<file path="src/rtl/sct_pkg.sv">
// Package for the sorted counted item table: sizes, opcodes, item and slot
// structs, controller states. No dependencies; every other rtl file imports it.
`default_nettype none

package sct_pkg;

  localparam int SLOTS      = 16;
  localparam int ID_BITS    = 8;
  localparam int COUNT_BITS = 16;
  localparam int KEY_BITS   = 16;
  localparam int POS_W      = 5;
  localparam int IDX_W      = $clog2(SLOTS);
  localparam int CNT_W      = $clog2(SLOTS + 1);

  localparam logic OP_GIVE   = 1'b0;
  localparam logic OP_REMOVE = 1'b1;

  typedef struct packed {
    logic                       op;
    logic [ID_BITS-1:0]         item_id;
    logic [COUNT_BITS-1:0]      amount;
    logic [COUNT_BITS-1:0]      max_amount;
    logic                       full_only;
    logic signed [KEY_BITS-1:0] sort_key;
    logic                       keep_depleted;
  } req_t;

  typedef struct packed {
    logic                  accepted;
    logic [COUNT_BITS-1:0] held_amount;
    logic [POS_W-1:0]      position;
  } rsp_t;

  typedef struct packed {
    logic                       used;
    logic [ID_BITS-1:0]         item;
    logic [COUNT_BITS-1:0]      count;
    logic signed [KEY_BITS-1:0] key;
  } slot_t;

  // Results of the shared compare / count unit.
  typedef struct packed {
    logic                  id_hit;
    logic                  key_ge;
    logic                  over;
    logic                  ge;
    logic                  zero;
    logic [COUNT_BITS-1:0] give_cnt;
    logic [COUNT_BITS-1:0] diff;
  } unit_res_t;

  typedef enum logic [2:0] {
    ST_IDLE,
    ST_SCAN,
    ST_DECIDE,
    ST_SHIFT_UP,
    ST_SHIFT_DN
  } state_e;

endpackage

`default_nettype wire

</file>
<file path="src/rtl/sct_store.sv">
// Slot register file: one read port (combinational select), one write port.
// Depends on sct_pkg for slot_t and the table size.
`default_nettype none

module sct_store (
  input  wire logic                     clk_i,
  input  wire logic                     rst_ni,
  input  wire logic [sct_pkg::IDX_W-1:0] rd_idx_i,
  output sct_pkg::slot_t                rd_slot_o,
  input  wire logic                     wr_en_i,
  input  wire logic [sct_pkg::IDX_W-1:0] wr_idx_i,
  input  wire sct_pkg::slot_t           wr_slot_i
);
  import sct_pkg::*;

  logic [SLOTS-1:0]           used_q;
  logic [ID_BITS-1:0]         item_q  [SLOTS];
  logic [COUNT_BITS-1:0]      count_q [SLOTS];
  logic signed [KEY_BITS-1:0] key_q   [SLOTS];

  always_ff @(posedge clk_i or negedge rst_ni) begin
    if (!rst_ni) begin
      used_q <= '0;
    end else if (wr_en_i) begin
      used_q[wr_idx_i] <= wr_slot_i.used;
    end
  end

  always_ff @(posedge clk_i) begin
    if (wr_en_i) begin
      item_q[wr_idx_i]  <= wr_slot_i.item;
      count_q[wr_idx_i] <= wr_slot_i.count;
      key_q[wr_idx_i]   <= wr_slot_i.key;
    end
  end

  // A free slot reads with a zero count.
  always_comb begin
    rd_slot_o.used  = used_q[rd_idx_i];
    rd_slot_o.item  = item_q[rd_idx_i];
    rd_slot_o.count = used_q[rd_idx_i] ? count_q[rd_idx_i] : '0;
    rd_slot_o.key   = key_q[rd_idx_i];
  end

endmodule

`default_nettype wire

</file>
<file path="src/rtl/sct_unit.sv">
// Shared compare and count unit: id match and key order during the scan,
// saturating add and checked subtract at the decision step. Uses sct_pkg.
`default_nettype none

module sct_unit (
  input  wire sct_pkg::req_t                  req_i,
  input  wire sct_pkg::slot_t                 slot_i,
  input  wire logic [sct_pkg::COUNT_BITS-1:0] base_cnt_i,
  output sct_pkg::unit_res_t                  res_o
);
  import sct_pkg::*;

  logic [COUNT_BITS:0] sum;

  always_comb begin
    sum            = {1'b0, base_cnt_i} + {1'b0, req_i.amount};
    res_o.id_hit   = slot_i.used && (slot_i.item == req_i.item_id);
    res_o.key_ge   = $signed(slot_i.key) >= $signed(req_i.sort_key);
    res_o.over     = sum > {1'b0, req_i.max_amount};
    res_o.give_cnt = res_o.over ? req_i.max_amount : sum[COUNT_BITS-1:0];
    res_o.ge       = base_cnt_i >= req_i.amount;
    res_o.diff     = base_cnt_i - req_i.amount;
    res_o.zero     = (res_o.diff == '0);
  end

endmodule

`default_nettype wire

</file>
<file path="src/rtl/sorted_counted_item_table_top.sv">
// Sorted counted item table, top level: sequencer, slot store, shared unit.
// Steps: scan (one slot per cycle up to the match or first free slot), decide,
// shift slots up on an insert or down on a delete, then the result register.
// Throughput: one item at a time; busy stays high until the result strobe, and
// the next item can be taken in the strobe cycle.
// Reset (async, active low) frees every slot; the receiver cannot stall.
// Depends on sct_pkg, sct_store and sct_unit.
`default_nettype none

module sorted_counted_item_table_top (
  input  wire logic   clk_i,
  input  wire logic   rst_ni,
  input  wire logic   start,
  input  wire sct_pkg::req_t req_i,
  output logic        busy,
  output logic        valid_o,
  output sct_pkg::rsp_t rsp_o
);
  import sct_pkg::*;

  state_e                state_q, state_d;
  req_t                  req_q;
  logic [CNT_W-1:0]      idx_q;
  logic                  hit_q, free_q, ins_q;
  logic [IDX_W-1:0]      hit_idx_q, free_idx_q, ins_idx_q;
  slot_t                 hit_slot_q;
  logic [COUNT_BITS-1:0] new_cnt_q;
  logic                  valid_q;
  rsp_t                  rsp_q;

  logic [IDX_W-1:0]      rd_idx;
  slot_t                 rd_slot;
  logic                  wr_en;
  logic [IDX_W-1:0]      wr_idx;
  slot_t                 wr_slot;
  logic [COUNT_BITS-1:0] base_cnt;
  unit_res_t             ures;

  logic                  fin;
  rsp_t                  fin_rsp;
  logic                  refuse_over, g_hit_ok, g_new_ok, r_ok, r_del;
  logic                  scan_last;
  logic [IDX_W-1:0]      idx;

  assign idx       = idx_q[IDX_W-1:0];
  assign scan_last = (idx_q == CNT_W'(SLOTS - 1));
  assign busy      = (state_q != ST_IDLE);
  assign valid_o   = valid_q;
  assign rsp_o     = rsp_q;

  // Fresh items start from zero; a hit works on the count seen in the scan.
  assign base_cnt    = hit_q ? hit_slot_q.count : '0;
  assign refuse_over = req_q.full_only && ures.over;
  assign g_hit_ok    = (req_q.op == OP_GIVE) && hit_q && !refuse_over;
  assign g_new_ok    = (req_q.op == OP_GIVE) && !hit_q && free_q && !refuse_over;
  assign r_ok        = (req_q.op == OP_REMOVE) && hit_q && ures.ge;
  assign r_del       = r_ok && ures.zero && !req_q.keep_depleted;

  sct_store u_store (
    .clk_i     (clk_i),
    .rst_ni    (rst_ni),
    .rd_idx_i  (rd_idx),
    .rd_slot_o (rd_slot),
    .wr_en_i   (wr_en),
    .wr_idx_i  (wr_idx),
    .wr_slot_i (wr_slot)
  );

  sct_unit u_unit (
    .req_i      (req_q),
    .slot_i     (rd_slot),
    .base_cnt_i (base_cnt),
    .res_o      (ures)
  );

  // Next state.
  always_comb begin
    state_d = state_q;
    case (state_q)
      ST_IDLE: begin
        if (start) state_d = ST_SCAN;
      end
      ST_SCAN: begin
        // Stop on a match, on the first free slot (table is packed), or at the end.
        if (ures.id_hit || !rd_slot.used || scan_last) state_d = ST_DECIDE;
      end
      ST_DECIDE: begin
        if (g_new_ok && ins_q) begin
          state_d = ST_SHIFT_UP;
        end else if (r_del) begin
          state_d = ST_SHIFT_DN;
        end else begin
          state_d = ST_IDLE;
        end
      end
      ST_SHIFT_UP: begin
        if (idx == ins_idx_q) state_d = ST_IDLE;
      end
      ST_SHIFT_DN: begin
        if (scan_last || !rd_slot.used) state_d = ST_IDLE;
      end
      default: state_d = ST_IDLE;
    endcase
  end

  // Store access and result for the current step.
  always_comb begin
    rd_idx           = idx;
    wr_en            = 1'b0;
    wr_idx           = idx;
    wr_slot          = rd_slot;
    fin              = 1'b0;
    fin_rsp.accepted    = 1'b0;
    fin_rsp.held_amount = '0;
    fin_rsp.position    = POS_W'(SLOTS);
    case (state_q)
      ST_DECIDE: begin
        fin = !((g_new_ok && ins_q) || r_del);
        if (g_hit_ok) begin
          wr_en               = 1'b1;
          wr_idx              = hit_idx_q;
          wr_slot             = hit_slot_q;
          wr_slot.count       = ures.give_cnt;
          fin_rsp.accepted    = 1'b1;
          fin_rsp.held_amount = ures.give_cnt;
          fin_rsp.position    = POS_W'(hit_idx_q);
        end else if (g_new_ok && !ins_q) begin
          wr_en               = 1'b1;
          wr_idx              = free_idx_q;
          wr_slot.used        = 1'b1;
          wr_slot.item        = req_q.item_id;
          wr_slot.count       = ures.give_cnt;
          wr_slot.key         = req_q.sort_key;
          fin_rsp.accepted    = 1'b1;
          fin_rsp.held_amount = ures.give_cnt;
          fin_rsp.position    = POS_W'(free_idx_q);
        end else if (r_ok && !r_del) begin
          wr_en               = 1'b1;
          wr_idx              = hit_idx_q;
          wr_slot             = hit_slot_q;
          wr_slot.count       = ures.diff;
          fin_rsp.accepted    = 1'b1;
          fin_rsp.held_amount = ures.diff;
          fin_rsp.position    = POS_W'(hit_idx_q);
        end else if (hit_q && !r_del && !g_new_ok) begin
          // Refused on an entry that stays as it stands.
          fin_rsp.held_amount = hit_slot_q.count;
          fin_rsp.position    = POS_W'(hit_idx_q);
        end
      end
      ST_SHIFT_UP: begin
        // Move slot idx-1 up into idx; at the insertion point drop in the new entry.
        rd_idx = idx - IDX_W'(1);
        wr_en  = 1'b1;
        if (idx == ins_idx_q) begin
          wr_slot.used        = 1'b1;
          wr_slot.item        = req_q.item_id;
          wr_slot.count       = new_cnt_q;
          wr_slot.key         = req_q.sort_key;
          fin                 = 1'b1;
          fin_rsp.accepted    = 1'b1;
          fin_rsp.held_amount = new_cnt_q;
          fin_rsp.position    = POS_W'(ins_idx_q);
        end
      end
      ST_SHIFT_DN: begin
        // Pull slot idx+1 down into idx; the top slot gets cleared.
        rd_idx = idx + IDX_W'(1);
        wr_en  = 1'b1;
        if (scan_last) begin
          wr_slot.used  = 1'b0;
          wr_slot.count = '0;
        end
        if (scan_last || !rd_slot.used) begin
          fin              = 1'b1;
          fin_rsp.accepted = 1'b1;
        end
      end
      default: begin
      end
    endcase
  end

  always_ff @(posedge clk_i or negedge rst_ni) begin
    if (!rst_ni) begin
      state_q <= ST_IDLE;
      valid_q <= 1'b0;
    end else begin
      state_q <= state_d;
      valid_q <= fin;
    end
  end

  always_ff @(posedge clk_i) begin
    if (fin) rsp_q <= fin_rsp;
    case (state_q)
      ST_IDLE: begin
        if (start) begin
          req_q  <= req_i;
          idx_q  <= '0;
          hit_q  <= 1'b0;
          free_q <= 1'b0;
          ins_q  <= 1'b0;
        end
      end
      ST_SCAN: begin
        if (ures.id_hit) begin
          hit_q      <= 1'b1;
          hit_idx_q  <= idx;
          hit_slot_q <= rd_slot;
        end else if (!rd_slot.used) begin
          free_q     <= 1'b1;
          free_idx_q <= idx;
        end else begin
          if (!ins_q && ures.key_ge) begin
            ins_q     <= 1'b1;
            ins_idx_q <= idx;
          end
          idx_q <= idx_q + CNT_W'(1);
        end
      end
      ST_DECIDE: begin
        new_cnt_q <= ures.give_cnt;
        if (g_new_ok && ins_q) begin
          idx_q <= CNT_W'(free_idx_q);
        end else begin
          idx_q <= CNT_W'(hit_idx_q);
        end
      end
      ST_SHIFT_UP: begin
        idx_q <= idx_q - CNT_W'(1);
      end
      ST_SHIFT_DN: begin
        idx_q <= idx_q + CNT_W'(1);
      end
      default: begin
      end
    endcase
  end

`ifndef SYNTHESIS
  a_strobe_single: assert property (@(posedge clk_i) disable iff (!rst_ni)
    valid_o |=> !valid_o) else $error("result strobe held for more than one cycle");

  a_accept_busy: assert property (@(posedge clk_i) disable iff (!rst_ni)
    start && !busy |=> busy && !valid_o) else $error("accepted item did not raise busy");

  a_done_idle: assert property (@(posedge clk_i) disable iff (!rst_ni)
    valid_o |-> !busy) else $error("result shown while still busy");

  a_absent_zero: assert property (@(posedge clk_i) disable iff (!rst_ni)
    valid_o && (rsp_o.position == POS_W'(SLOTS)) |-> (rsp_o.held_amount == '0))
    else $error("absent item reported with a nonzero count");
`endif

endmodule

`default_nettype wire

</file>
<file path="config.mk">
export PLATFORM = sky130hd
export DESIGN_NAME = sorted_counted_item_table_top
export DESIGN_NICKNAME = d
export VERILOG_FILES = /design/src/rtl/sct_pkg.sv /design/src/rtl/sct_store.sv /design/src/rtl/sct_unit.sv /design/src/rtl/sorted_counted_item_table_top.sv
export SDC_FILE = /design/constraint.sdc
export NUM_CORES = 1
export LEC_CHECK = 0
export BUFFER_PORTS_ARGS = -buffer_cell sky130_fd_sc_hd__buf_2
export CORE_UTILIZATION = 35
export CTS_CLUSTER_DIAMETER = 100
export DETAILED_ROUTE_END_ITERATION = 10
export PLACE_DENSITY = 0.55
export SLEW_MARGIN = 25
export SYNTH_ARGS = -nofsm -noshare
export SYNTH_HDL_FRONTEND = slang
export SYNTH_HIERARCHICAL = 1
export SYNTH_SLANG_ARGS = --single-unit
</file>
<file path="constraint.sdc">
create_clock -name clk_i -period 12.4 [get_ports clk_i]
set_input_delay 1.24 -clock clk_i [delete_from_list [all_inputs] [get_ports clk_i]]
set_output_delay 1.24 -clock clk_i [all_outputs]
set_load 0.02 [all_outputs]
</file>
# After elaboration in Yosys (flattened, before gate mapping)
# Memory sizes are Yosys's and may differ from the RTL's.
# Cells that the tools add are included.
# word_totals
input_bits	62
out_inout_bits	24
word_cells	165
ramBits	640
mem_count	3
reg_bits	178
# classes
bitwise_logic	3
muxes	61
n_reduce_logical	45
n_eq_ne	16
magnitude_cmp	6
add_sub_neg	6
# memory_table
memory	words	word_bits	read_ports	rd_clocked_by_memory_dff	wr	line	source
u_store.count_q	16	16	1	0	1	sct_store.sv:18	logic [COUNT_BITS-1:0] count_q [SLOTS];
u_store.key_q	16	16	1	0	1	sct_store.sv:19	logic signed [KEY_BITS-1:0] key_q [SLOTS];
u_store.item_q	16	8	1	0	1	sct_store.sv:17	logic [ID_BITS-1:0] item_q [SLOTS];
# op_table
cell	count
2-to-1 mux 41 bit	4
2-to-1 mux 22 bit	3
2-to-1 mux 16 bit	4
one-hot mux 16 bit (3 select lines)	1
2-to-1 mux 21 bit	2
one-hot mux 21 bit (2 select lines)	1
>= comparator 16 bit	2
one-hot mux 16 bit (2 select lines)	1
one-hot mux 5 bit (5 select lines)	1
2-to-1 mux 4 bit	5
logical AND 1 bit	18
2-to-1 mux 3 bit	6
!= test 2 bit (second input constant)	9
adder 16 x 16 -> 17 bit	1
> comparator 17 x 16 -> 1 bit	1
2-to-1 mux 1 bit	17
bitwise mux 16 bit	1
zero test 16 bit	1
one-hot mux 8 bit (2 select lines)	1
AND reduction 4 bit	4
subtractor 16 bit	1
2-to-1 mux 5 bit	3
one-hot mux 3 bit (5 select lines)	1
less-than comparator 4 x 5 -> 1 bit (second input constant)	2
other kinds (27)	47

# Logic depth before layout (Yosys ltp)
# logic_depth
word_depth	16
mapped_depth	29
depth_no_buf	25

# By module
# Netlist, hierarchy kept.
# by_module_without_submodules
module	area_each_um2	n_inst	seq_area_each_um2	cells_each
sct_store	24903.9	1	19618.8	990
sorted_counted_item_table_top	7850.0	1	4844.6	645
sct_unit	2810.2	1	0.0	396

# Worst setup path after synthesis
# Ideal clock, no wire load.
# synth_timing
kind	reg-to-reg
startpoint	reg hit_q
endpoint	reg u_store.used_q[0]
period_less_slack_ps	9148
setup_ps	126
path_stages_with_launch	28
t_required_ps	12274
slack_ps	3252
arrival_ps	9022
cell_sequence	edfxtp_1 clkbuf_1 clkbuf_1 and2_1 ha_1 clkbuf_1 or3_1 o21ai_0 a31oi_1 o21ai_0 xnor2_1 ha_1 a21oi_1 o21ai_0 a211oi_1 a21oi_1 or4_1 buf_2 buf_6 a21oi_2 nand3_1 clkbuf_1 o21ai_1 a21oi_1 a221o_1 or3b_2 nor3_1 mux2_2
# synth_lines
element	line	source
start, declared	sorted_counted_item_table_top.sv:24	logic hit_q, free_q, ins_q;
start signal, assigned	sorted_counted_item_table_top.sv:201	hit_q <= 1'b0;
start signal, assigned	sorted_counted_item_table_top.sv:208	hit_q <= 1'b1;
end signal, assigned by index	sct_store.sv:25	used_q[wr_idx_i] <= wr_slot_i.used;
end, declared	sct_store.sv:16	logic [SLOTS-1:0] used_q;

==> summary.txt <==
Run status
  – Status: complete, no violations

Yosys
  – EDFF count, synth: roughly 800
  – Synthesis Warnings: 6
  – Yosys top cell area share: 67.4%
  – Ys flop type: edfxtp_1
  – Synth top area cells: edfxtp_1, mux4_2, ha_1
  – Yosys reg bits: 818
  – Syn_nets: 2166
  – Synth Cell Area: 0.0356 mm^2
  – Yosys top cell by area: edfxtp_1
  – Commonest cells post-synth: edfxtp_1, mux4_2, nand2_1
  – Post-synthesis sequential area ratio: 68.8%
  – Syn_area_per_cell: 17.5 um^2
  – Post-synth ARST share: between 2 and 2.5%
  – Count leader, synth: edfxtp_1
  – Yosys cell types: just over 80
  – Synth Instances: slightly above 2000

Global route
  – Antenna violations before repair: 0
  – Largest net degree at the start of global routing: 87
  – Grt ovf: 0
  – Vias in the first global route: 20100
  – GRT Resource Usage Total: 17.7%
  – First-pass GRT wire length: 135 mm

Critical path
  – CP Data Required Time: approximately 13 ns
  – WP data arrival: 9.52 ns
  – R2r setup slk: 3.42 ns
  – Worst reg2reg path depth: 26
  – Worst-path fanout max: 33
  – Critical Path Sink Type: flop
  – Startpoint Class: flop
  – Path type of the worst setup path: reg2reg

Drt
  – Final WL: between 90 and 100 mm
  – Drt initial violations: slightly below 2000
  – DRT Pass-1 Iters: 7
  – Mean routed wirelength per cell: 25.5 um
  – DRT antenna net count: 0
  – DRC Markers: 0
  – Via count: 19800
  – Vias per Instance: 5.53

Timing
  – Relative slew slack: between 30% and 40%
  – Achievable frequency: 111 MHz
  – Final setup viols: 0
  – Final worst slack: about 3.4 ns
  – TNS Setup: 0 ns
  – Final Cycle Share: 72.4%
  – Slew Limit Fails: 0
  – Clock Skews: 0.0289 ns
  – Tmin final: 8.98 ns
  – Worst-margin pin slew: 1.02 ns
  – Unrepaired setup endpoints after global routing: false
  – Final Hold Fails: 0

CTS
  – Cts hold-fix bufs: 0
  – Clk slew on worst S/H paths: 0.06 ns
  – Clock tree buffer depth: 3
  – CTS root buffer: clkbuf_16
  – CTS tree: built
  – Clock sink count: 818
  – H-tree depth: 3
  – Post-CTS Repair Setup Buffers: 0
  – Num CTS Buffers: 87
  – Clk_lat worst skew: 0.66 ns
  – Post-CTS sizing: 0

Placed design
  – Setup WS pre-CTS: 3.44 ns
  – Dpl hpwl: approximately 55 mm
  – Port Buffers: 85
  – Placed cell area: approximately 0.038 mm^2
  – Placed Cells: 3414
  – Placer congestion estimate: 0.811

Die
  – Row cnt: 116
  – Full die area: 0.103 mm^2
  – Initial core utilization: a little over a third
  – Die height: 321 um
  – Die width: about 320 um
  – Core area: 0.100 mm^2
  – Top Ports: between 80 and 90

Finish
  – Non-filler cells, final: 3578
  – Layout Nets: 2282
  – Layout Utilization: 40.5%
  – Finished Cell Area: 0.0406 mm^2
  – Ant. Diodes: 0
  – Register Area: 0.0245 mm^2
  – Fill count: 9041
  – Post-synthesis to final-layout area growth: 14.3%
  – Share of layout cells above drive strength 1: roughly a quarter
  – Multi-input gate area: about 0.011 mm^2

Pwr
  – Pwr/cell area: between 200 and 300 mW/mm^2
  – Peak supply drop: 0.000216 V
  – Leak: between 10 and 15 nW

Min path
  – Hold crit path type: reg2reg
  – Hold path depth: 1

Job
  – Maxcap violations: 0
final timing paths:
path                                    from            endpoint
max                                    hit_q   u_store/used_q[0]
min in group asynchronous             rst_ni             valid_o
max in group asynchronous             rst_ni  u_store/used_q[14]
max reg2reg                            hit_q   u_store/used_q[0]
min reg2reg                u_store/used_q[6]   u_store/used_q[6]
min                        u_store/used_q[6]   u_store/used_q[6]
through the flow:
step | hold slack [ns] | power (W)
2_1_floorplan | 0.472 | 0.00773
6_report | 0.504 | 0.0119
3_3_place_gp | 0.485 | 0.00925
4_1_cts | 0.505 | 0.0119
3_5_place_dp | 0.492 | 0.00937
5_1_grt | 0.523 | 0.0125
final cells by class:
| type | count | area share [%] |
|---|---|---|
| multi-input combinational | 1027 | 25.9 |
| timing repair buffer | 139 | 2.12 |
| sequential | 818 | 60.2 |
| tap | 1357 | 4.18 |
| clock buffer | 112 | 5.64 |
| inverter | 74 | 0.690 |
| clock inverter | 51 | 1.28 |
cell usage in the layout (no fill, tap or decap), drive strengths merged, types with 5 or more instances in the layout:
cell type	n
a211oi	28
nand2	84
a22o	7
a22oi	37
a211o	6
a221o	35
and3	6
nor2b	12
mux2	31
clkinv	37
inv	78
mux2i	12
nor4	8
a21oi	80
o21ai	62
o22ai	28
nand4	11
nor3b	6
or3	7
bufinv	7
a21o	26
o21bai	7
ha	69
nand2b	8
xnor2	22
nand3	14
clkbuf	112
nor3	14
buf	139
a31oi	37
and2	20
edfxtp	798
mux4	188
o21a	5
nor2	78
xor2	20
dfrtp	20
registers in the layout, summed over array words and instances (netlist names):
signal           count
u_store/count_q    256
u_store/key_q      256
u_store/item_q     128
req_q               59
hit_slot_q          41
rsp_o               22
new_cnt_q           16
u_store/used_q      16
idx_q                5
free_idx_q           4
hit_idx_q            4
ins_idx_q            4
state_q              3
free_q               1
hit_q                1
ins_q                1
valid_o              1
report_power, final:
part | switching [W] | internal, W | total (W)
Sequential | 0.000156 | 0.00426 | 0.00442
Combinational | 0.00311 | 0.00184 | 0.00495
Clock | 0.00110 | 0.00147 | 0.00256
cell families (layout without fill, tap and decap cells):
kind of cell,count (synthesis),after routing,share of synthesized area [%]
AO/OA/AOI/OAI,395,395,7.64
buffers and inverters,186,376,2.54
XOR/XNOR,42,42,1.03
AND/OR/NAND/NOR,286,286,4.03
multiplexers,231,231,13.3
flip-flops,818,818,68.8
adder cells (fa/ha/maj),73,73,2.65
critical path: stages (launching register included):
cell	delay, ns
edfxtp_1	0.83
and2_1	0.28
ha_1	0.18
inv_1	0.06
fa_1	0.39
o21bai_1	0.21
a211oi_1	0.11
o21bai_1	0.34
a21oi_1	0.16
xnor2_1	0.19
ha_1	0.27
a21o_1	0.16
a21oi_1	0.13
o21ai_0	0.10
a211oi_1	0.25
a21oi_1	0.10
or4_1	0.51
buf_4	0.23
a21oi_2	0.39
nand3_1	0.72
o21ai_0	0.44
a21oi_1	0.07
a221o_1	0.35
or3b_2	0.58
nor3_2	0.71
buf_4	0.66
mux2_2	0.40
routing by layer:
layer | global-route usage, % | part of all wire (%) | vias up
met4 | 4.46 | 2.0 | 0
met1 | 24.6 | 44 | 10500
met2 | 29.1 | 49 | 666
li1 | - | - | 8525
met3 | 2.72 | 5.5 | 123
met5 | 0 | 0 | -
Power figures use the tool's default switching activity.
